<file path="src/rtl/assert_macros.svh">
// Assertion macros shared by the address unit RTL.
// No dependencies; define ASSERT_OFF to compile the checks out.
`ifndef ASSERT_MACROS_SVH
`define ASSERT_MACROS_SVH
`ifndef ASSERT_OFF
`define ASSERT_ALWAYS(label, clk, rst_n, prop, msg) \
  label: assert property (@(posedge clk) disable iff (!rst_n) (prop)) else $error(msg);
`define ASSERT_NEVER(label, clk, rst_n, prop, msg) \
  label: assert property (@(posedge clk) disable iff (!rst_n) !(prop)) else $error(msg);
`else
`define ASSERT_ALWAYS(label, clk, rst_n, prop, msg)
`define ASSERT_NEVER(label, clk, rst_n, prop, msg)
`endif
`endif

</file>
<file path="src/rtl/e2c_pkg.sv">
// Types, constants and the sine table for the equirect-to-cubemap address unit.
// No dependencies.
`timescale 1ns / 1ps
package e2c_pkg;

  localparam int unsigned PANO_WIDTH  = 2048;
  localparam int unsigned PANO_HEIGHT = 1024;
  localparam int unsigned FACE_WIDTH  = 512;
  localparam int unsigned FACE_HEIGHT = 512;
  localparam int unsigned DIV_STAGES  = 16;

  localparam logic [15:0] SINE_TAB [65] = '{
    16'd0,     16'd804,   16'd1608,  16'd2411,  16'd3212,  16'd4011,  16'd4808,  16'd5602,
    16'd6393,  16'd7180,  16'd7962,  16'd8740,  16'd9512,  16'd10279, 16'd11039, 16'd11793,
    16'd12540, 16'd13279, 16'd14010, 16'd14733, 16'd15447, 16'd16151, 16'd16846, 16'd17531,
    16'd18205, 16'd18868, 16'd19520, 16'd20160, 16'd20788, 16'd21403, 16'd22006, 16'd22595,
    16'd23170, 16'd23732, 16'd24279, 16'd24812, 16'd25330, 16'd25833, 16'd26320, 16'd26791,
    16'd27246, 16'd27684, 16'd28106, 16'd28511, 16'd28899, 16'd29269, 16'd29622, 16'd29957,
    16'd30274, 16'd30572, 16'd30853, 16'd31114, 16'd31357, 16'd31581, 16'd31786, 16'd31972,
    16'd32138, 16'd32286, 16'd32413, 16'd32522, 16'd32610, 16'd32679, 16'd32729, 16'd32758,
    16'd32767
  };

  typedef enum logic [2:0] {
    FACE_RIGHT = 3'd0,
    FACE_LEFT  = 3'd1,
    FACE_UP    = 3'd2,
    FACE_DOWN  = 3'd3,
    FACE_FRONT = 3'd4,
    FACE_BACK  = 3'd5
  } face_e;

  typedef struct packed {
    logic [10:0] column;
    logic [9:0]  row;
  } e2c_in_t;

  typedef struct packed {
    logic [2:0] face;
    logic [8:0] face_x;
    logic [8:0] face_y;
  } e2c_out_t;

  // Per-item control that rides alongside the divider.
  typedef struct packed {
    face_e face;
    logic  inv_x;   // use 32768 - q for face_x
    logic  inv_y;   // use 32768 - q for face_y
    logic  flip_y;  // face_y = FACE_HEIGHT-1 - coord
  } e2c_side_t;

  typedef struct packed {
    logic [15:0] mag_x;
    logic [15:0] mag_y;
    logic [14:0] divisor;
    e2c_side_t   side;
  } e2c_div_in_t;

  typedef struct packed {
    logic [15:0] quo_x;
    logic [15:0] quo_y;
    e2c_side_t   side;
  } e2c_div_out_t;

  typedef struct packed {
    logic [15:0] base;
    logic [9:0]  delta;
    logic [7:0]  frac;
    logic        neg;
  } sin_pre_t;

  // Quarter-wave fold and table read for one phase.
  function automatic sin_pre_t sin_pre(logic [15:0] ph);
    logic [14:0] p;
    logic [6:0]  idx;
    sin_pre_t    r;
    p = ph[14] ? (15'h4000 - {1'b0, ph[13:0]}) : {1'b0, ph[13:0]};
    idx    = p[14:8];
    r.frac = p[7:0];
    r.neg  = ph[15];
    if (idx >= 7'd64) begin
      r.base  = SINE_TAB[64];
      r.delta = '0;
    end else begin
      r.base  = SINE_TAB[idx];
      r.delta = 10'(SINE_TAB[7'(idx + 7'd1)] - SINE_TAB[idx]);
    end
    return r;
  endfunction

endpackage

</file>
<file path="src/rtl/e2c_div.sv">
// Pipelined restoring divider, two lanes sharing one divisor, one quotient bit per stage.
// Depends on e2c_pkg.
`timescale 1ns / 1ps
module e2c_div
  import e2c_pkg::*;
(
  input  logic         clk_i,
  input  logic         rst_ni,
  input  logic         en_i,
  input  logic         valid_i,
  input  e2c_div_in_t  din_i,
  output logic         valid_o,
  output e2c_div_out_t dout_o
);

  logic        v_q   [DIV_STAGES];
  logic [14:0] rx_q  [DIV_STAGES];
  logic [14:0] ry_q  [DIV_STAGES];
  logic [15:0] qx_q  [DIV_STAGES];
  logic [15:0] qy_q  [DIV_STAGES];
  logic [14:0] dv_q  [DIV_STAGES];
  e2c_side_t   sd_q  [DIV_STAGES];

  // Magnitude never exceeds the divisor, so the top bit is an equality test.
  logic        bx0, by0;
  assign bx0 = (din_i.mag_x >= {1'b0, din_i.divisor});
  assign by0 = (din_i.mag_y >= {1'b0, din_i.divisor});

  always_ff @(posedge clk_i or negedge rst_ni) begin
    if (!rst_ni) begin
      v_q[0] <= 1'b0;
    end else if (en_i) begin
      v_q[0] <= valid_i;
    end
  end

  always_ff @(posedge clk_i) begin
    if (en_i) begin
      rx_q[0] <= 15'(din_i.mag_x - (bx0 ? {1'b0, din_i.divisor} : 16'd0));
      ry_q[0] <= 15'(din_i.mag_y - (by0 ? {1'b0, din_i.divisor} : 16'd0));
      qx_q[0] <= {15'd0, bx0};
      qy_q[0] <= {15'd0, by0};
      dv_q[0] <= din_i.divisor;
      sd_q[0] <= din_i.side;
    end
  end

  for (genvar k = 1; k < DIV_STAGES; k++) begin : g_stage
    logic [15:0] sx, sy;
    logic        bx, by;
    assign sx = {rx_q[k-1], 1'b0};
    assign sy = {ry_q[k-1], 1'b0};
    assign bx = (sx >= {1'b0, dv_q[k-1]});
    assign by = (sy >= {1'b0, dv_q[k-1]});

    always_ff @(posedge clk_i or negedge rst_ni) begin
      if (!rst_ni) begin
        v_q[k] <= 1'b0;
      end else if (en_i) begin
        v_q[k] <= v_q[k-1];
      end
    end

    always_ff @(posedge clk_i) begin
      if (en_i) begin
        rx_q[k] <= 15'(sx - (bx ? {1'b0, dv_q[k-1]} : 16'd0));
        ry_q[k] <= 15'(sy - (by ? {1'b0, dv_q[k-1]} : 16'd0));
        qx_q[k] <= {qx_q[k-1][14:0], bx};
        qy_q[k] <= {qy_q[k-1][14:0], by};
        dv_q[k] <= dv_q[k-1];
        sd_q[k] <= sd_q[k-1];
      end
    end
  end

  assign valid_o      = v_q[DIV_STAGES-1];
  assign dout_o.quo_x = qx_q[DIV_STAGES-1];
  assign dout_o.quo_y = qy_q[DIV_STAGES-1];
  assign dout_o.side  = sd_q[DIV_STAGES-1];

endmodule

</file>
<file path="config.mk">
export PLATFORM = sky130hd
export DESIGN_NAME = e2c_div
export DESIGN_NICKNAME = d
export VERILOG_FILES = /design/src/rtl/assert_macros.svh /design/src/rtl/e2c_pkg.sv /design/src/rtl/e2c_div.sv
export SDC_FILE = /design/constraint.sdc
export NUM_CORES = 2
export LEC_CHECK = 0
export BUFFER_PORTS_ARGS = -buffer_cell sky130_fd_sc_hd__buf_2
export CORE_ASPECT_RATIO = 0.7
export CORE_MARGIN = 5
export CORE_UTILIZATION = 30
export DETAILED_ROUTE_END_ITERATION = 8
export PLACE_DENSITY = 0.55
export SETUP_SLACK_MARGIN = 0.05
export SLEW_MARGIN = 5
export SYNTH_ARGS = -nofsm -noshare
export SYNTH_HDL_FRONTEND = slang
export SYNTH_SLANG_ARGS = --single-unit
export TNS_END_PERCENT = 1
</file>
<file path="constraint.sdc">
create_clock -name clk_i -period 6.3 [get_ports clk_i]
set_input_delay 0.63 -clock clk_i [delete_from_list [all_inputs] [get_ports clk_i]]
set_output_delay 0.63 -clock clk_i [all_outputs]
set_load 0.05 [all_outputs]
</file>
## Yosys cells after proc, flatten, opt, wreduce, memory -nomap -nowiden

Memory sizes are Yosys's and may differ from the RTL's.
Index checks and enable logic that the tools add are counted.

| word-level totals | value |
|---|---|
| bits in writable memories | 1328 |
| input port bits | 57 |
| memories kept | 6 |
| output and inout bits | 39 |
| logic and storage cells | 120 |
| register bits | 16 |

Memories:

| memory | words | width | read ports | clocked after Yosys merged registers in | wr ports | line | RTL |
|---|---|---|---|---|---|---|---|
| qx_q | 16 | 16 | 16 | 0 | 16 | e2c_div.sv:19 | `logic [15:0] qx_q [DIV_STAGES];` |
| qy_q | 16 | 16 | 16 | 0 | 16 | e2c_div.sv:20 | `logic [15:0] qy_q [DIV_STAGES];` |
| dv_q | 16 | 15 | 15 | 0 | 16 | e2c_div.sv:21 | `logic [14:0] dv_q [DIV_STAGES];` |
| rx_q | 16 | 15 | 15 | 0 | 16 | e2c_div.sv:17 | `logic [14:0] rx_q [DIV_STAGES];` |
| ry_q | 16 | 15 | 15 | 0 | 16 | e2c_div.sv:18 | `logic [14:0] ry_q [DIV_STAGES];` |
| sd_q | 16 | 6 | 16 | 0 | 16 | e2c_div.sv:22 | `e2c_side_t sd_q [DIV_STAGES];` |

| operators by class | value |
|---|---|
| add/sub/neg operators | 32 |
| magnitude comparators | 32 |
| muxes and demuxes | 34 |

Operators by type and width:

| operator | count |
|---|---|
| 16-bit by 15-bit >= comparator with 1-bit output | 32 |
| 15-bit 2-to-1 mux | 32 |
| 15-bit subtractor | 32 |
| 1-bit 2-to-1 mux | 2 |

## Depth between registers and ports, before layout

An unclocked memory read counts as a cell.

| depth | value |
|---|---|
| depth after elaboration | 4 |
| gate-level depth with buffers | 22 |
| depth with buffers taken out | 22 |

## Worst setup path before layout

No wires, ideal clock.

| path | value |
|---|---|
| path kind | input port to flip-flop |
| start | in din_i[15] in the netlist's numbering |
| end | mem ry_q[0][13] (data pin) |
| setup time | 0.135 ns |
| path slack | 2.008 ns |
| path buffers | 0 |
| arrival | 4.157 ns |
| data required time | 6.165 ns |
| cell stages on the path | 20 |
| cell sequence | inv_1 > ha_1 > a21o_1 > a21o_1 > a21o_1 > a21o_1 > a21o_1 > a211oi_1 > nand2_1 > nand2_1 > ha_1 > nor2b_1 > o21ai_1 > a21boi_0 > o21ai_0 > a21boi_1 > o2111ai_1 > a31oi_1 > or4b_1 > nand3_1 |

RTL lines:

| item | line | RTL |
|---|---|---|
| start, declared | e2c_div.sv:11 | `input e2c_div_in_t din_i,` |
| end, declared | e2c_div.sv:18 |  |

==> flow_metrics.env <==
export IMPL_status="finished clean"
export IMPL_pwr_density_cell_nw_per_um2=575
export IMPL_slew_headroom=0.254
export IMPL_dr_pass1_iters=5
export IMPL_ant_nets=0
export IMPL_worstPathRequired_ns=6.78
export IMPL_holdBufCountCts=5
export IMPL_syn2layout_area_growth_pct=12.3
export IMPL_grt_pass1_vias=40400
export IMPL_fin_nets=6575
export IMPL_min_delay_start="din_i[3]"
export IMPL_drt_iter0_drc=3538
export IMPL_syn_num_nets=6428
export IMPL_grt_max_degree=132
export IMPL_p_clk_frac=0.174
export IMPL_yosys_warnings=0
export IMPL_antenna_found_initial=3
export IMPL_highest_layer="met5"
export IMPL_holdPathEnd="sd_q[0][3]"
export IMPL_wl_per_cell_um=17.7
export IMPL_grt_first_pass_wirelength_um=235000
export IMPL_synth_edf_count=1043
export IMPL_max_freq_ghz=0.189
export IMPL_p_sw_mw=16.9
export IMPL_gp_congestion=0.847
export IMPL_cts_buffers=113
export IMPL_vias_per_cell=4.92
export IMPL_hold_path_class="in2reg"
export IMPL_netlist_instances=5499
export IMPL_num_rows=140
export IMPL_io_buffers=95
export IMPL_r2r_cells=20
export IMPL_io_pins=96
export IMPL_cts_max_level=3
export IMPL_path_class="reg2reg"
export IMPL_p_leak_nw=29.0
export IMPL_hold_viol=0
export IMPL_fp_coreArea_um2=209000
export IMPL_fin_setup_tns_ns=0
export IMPL_swShare=0.414
export IMPL_cts_root_buf="clkbuf_16"
export IMPL_worst_ep_arrival_time_ns=5.76
export IMPL_synth_avg_cell_area_um2=11.5
export IMPL_worst_slew_pin_slew_ns=1.11
export IMPL_yosysSeqAreaShare=0.503
export IMPL_regToRegSetupSlack_ns=1.02
export IMPL_dp_hpwl_um=116000
export IMPL_path_max_fanout=10
export IMPL_die_y_um=394
export IMPL_period_share=0.838
export IMPL_clock_sinks=1059
export IMPL_timing_rr_start="ry_q[10][0]"
export IMPL_ys_types=80
export IMPL_fin_crit_ns=5.28
export IMPL_end_kind="flip-flop"
export IMPL_start_kind="flip-flop"
export IMPL_combPwrFrac=0.511
export IMPL_initial_utilization=0.302
export IMPL_setup_violations=0
export IMPL_maxCapViolations=0
export IMPL_vias=41900
export IMPL_cts_resized=0
export IMPL_p_int_mw=23.9
export IMPL_rsz0062_at_grt="no"
export IMPL_drive_above_1_share=0.0656
export IMPL_synth_async_reset_ratio=0.0151
export IMPL_fin_skew_ns=0.0669
export IMPL_synth_area_leader_cell="edfxtp_1"
export IMPL_dr_wl_met2_um=56500
export IMPL_syn_area_um2=63100
export IMPL_die_w_um=558
export IMPL_r2r_end="ry_q[11][14]"
export IMPL_wl_met1_um=80700
export IMPL_cts_setup_buffers=0
export IMPL_clk_pin_slew_ns=0.06
export IMPL_synth_flop_cell="edfxtp_1"
export IMPL_tritoncts="done"
export IMPL_die_area_um2=220000
export IMPL_ir_drop_mv=0.254
export IMPL_drc=0
export IMPL_fillers=20700
export IMPL_seqPwrFrac=0.315
export IMPL_netlist_area_leader_share=0.497
export IMPL_whs_path_depth=1
export IMPL_clk_latency_ns=0.75
export IMPL_power_mw=40.7
export IMPL_finalMaxSlewViolations=0
export IMPL_synth_seq_cells=1059
export IMPL_overflow=0
export IMPL_synthTopCellsByArea="edfxtp_1, ha_1, nand2_1"
export IMPL_routed_wl_met3_um=10000
export IMPL_drt_total_wl_um=150000
export IMPL_track_usage=0.134
export IMPL_clockBufferDepth=3
## power groups by stage
stage	registers, mW	clock network (mW)	logic [mW]
4_1_cts	12.8	7.31	20.7
5_1_grt	13.0	7.59	23.5
3_3_place_gp	13.0	0	20.1
6_report	12.8	7.07	20.8
3_5_place_dp	13.0	0	20.6
2_1_floorplan	12.0	0	15.6
## final cells by class
class / instances / area (um^2) / share of cell area
flip-flops and latches: 1059 / 31700 / 0.448
multi-input cells: 3906 / 29200 / 0.412
well taps: 2769 / 3460 / 0.0489
clock buffers: 133 / 2900 / 0.0410
inverters: 432 / 1620 / 0.0229
clock inverters: 81 / 1030 / 0.0145
repair buffers: 134 / 878 / 0.0124
diodes: 2 / 5.00 / 0.0000707
## synthesized netlist by cell type (all sizes together) (10+ instances only)
cell type,instances
o211ai,40
mux2,16
or4,10
a211oi,60
xnor2,198
or2,21
nand4b,23
o221ai,14
o21a,64
edfxtp,1043
dfrtp,16
a21boi,14
nand2b,53
nor2,257
buf,59
a31oi,65
fa,30
a41oi,11
and4b,12
nand2,617
or3,15
clkbuf,43
nor2b,68
ha,842
nor4,24
nor3,59
inv,432
nand3b,22
o31ai,17
a211o,21
and4,15
and2,42
o21ai,200
mux2i,10
xor2,169
nand3,94
o21bai,69
a21o,159
nand4,52
a21oi,417
## placed cells by master, fill, tap and decap left out, drive strengths merged, types with 53 or more instances in the layout
cell    instances
o21bai         69
a31oi          65
xor2          169
nand2         617
nor2          257
edfxtp       1043
buf           129
xnor2         198
a21o          159
nor3           59
nor2b          68
a21oi         417
o21ai         200
o21a           64
ha            842
nand3          94
clkbuf        133
inv           445
a211oi         60
nand2b         53
## logic make-up after synthesis
kind of cell	Yosys count	synth area share
multiplexers	26	0.00444
flip-flops	1059	0.503
XOR/XNOR	367	0.0510
AND/OR/NAND/NOR	1401	0.104
AO/OA/AOI/OAI	1240	0.127
buffers and inverters	534	0.0342
adder cells (fa/ha/maj)	872	0.177
## per-stage QoR
stage | cell area (um^2) | setup WS [ns] | hold WS, ns | util | cells
final | 70800 | 1.02 | 0.0687 | 0.339 | 8516
after global routing | 70800 | 0.712 | 0.0221 | 0.339 | 8515
after CTS | 70800 | 1.13 | 0.00756 | 0.339 | 8514
after detailed placement | 66800 | 0.832 | 0.405 | 0.320 | 8295
after global placement | 66800 | 0.787 | 0.401 | 0.320 | 8295
after floorplan | 63100 | 2.01 | 0.334 | - | 5499
## worst max-delay path, stage by stage (launching register included)
cell      delay, ns
edfxtp_1       0.45
ha_1           0.31
nor2b_1        0.13
o21a_1         0.13
o21ai_0        0.15
a211oi_1       0.31
o221ai_1       0.22
a21oi_1        0.17
nand2b_1       0.42
and2_1         0.22
inv_1          0.06
fa_1           0.43
a21o_1         0.20
a21oi_2        0.16
o21ai_1        0.08
a21o_1         0.21
a21oi_1        0.51
o21ai_1        0.22
and4b_1        0.23
a311oi_1       0.28
xnor2_1        0.11
## worst max path at each step
stage	cells past startpoint	startpoint	endpoint	slack, ns
floorplan	20	din_i[15]	ry_q[0][13]	2.01
global route	21	dv_q[1][31]	ry_q[11][14]	0.71
CTS	22	dv_q[0][16]	rx_q[0][44]	1.13
finish	20	ry_q[10][0]	ry_q[11][14]	1.02
global placement	21	din_i[15]	ry_q[0][13]	0.79
detailed placement	21	din_i[15]	ry_q[0][13]	0.83
## registers in the layout, indices dropped and copies added (netlist names)
| name | cells |
|---|---|
| valid_o | 1 |
| sd_q | 96 |
| dv_q | 225 |
| v_q | 15 |
| ry_q | 225 |
| rx_q | 225 |
| qy_q | 136 |
| qx_q | 136 |
## per-layer routing
| layer | up-vias | track usage |
|---|---|---|
| met5 | - | 0 |
| met4 | 2 | 0.0306 |
| met3 | 193 | 0.0310 |
| met2 | 922 | 0.178 |
| met1 | 20200 | 0.216 |
| li1 | 20600 | - |
(Power assumes the default switching activity.)
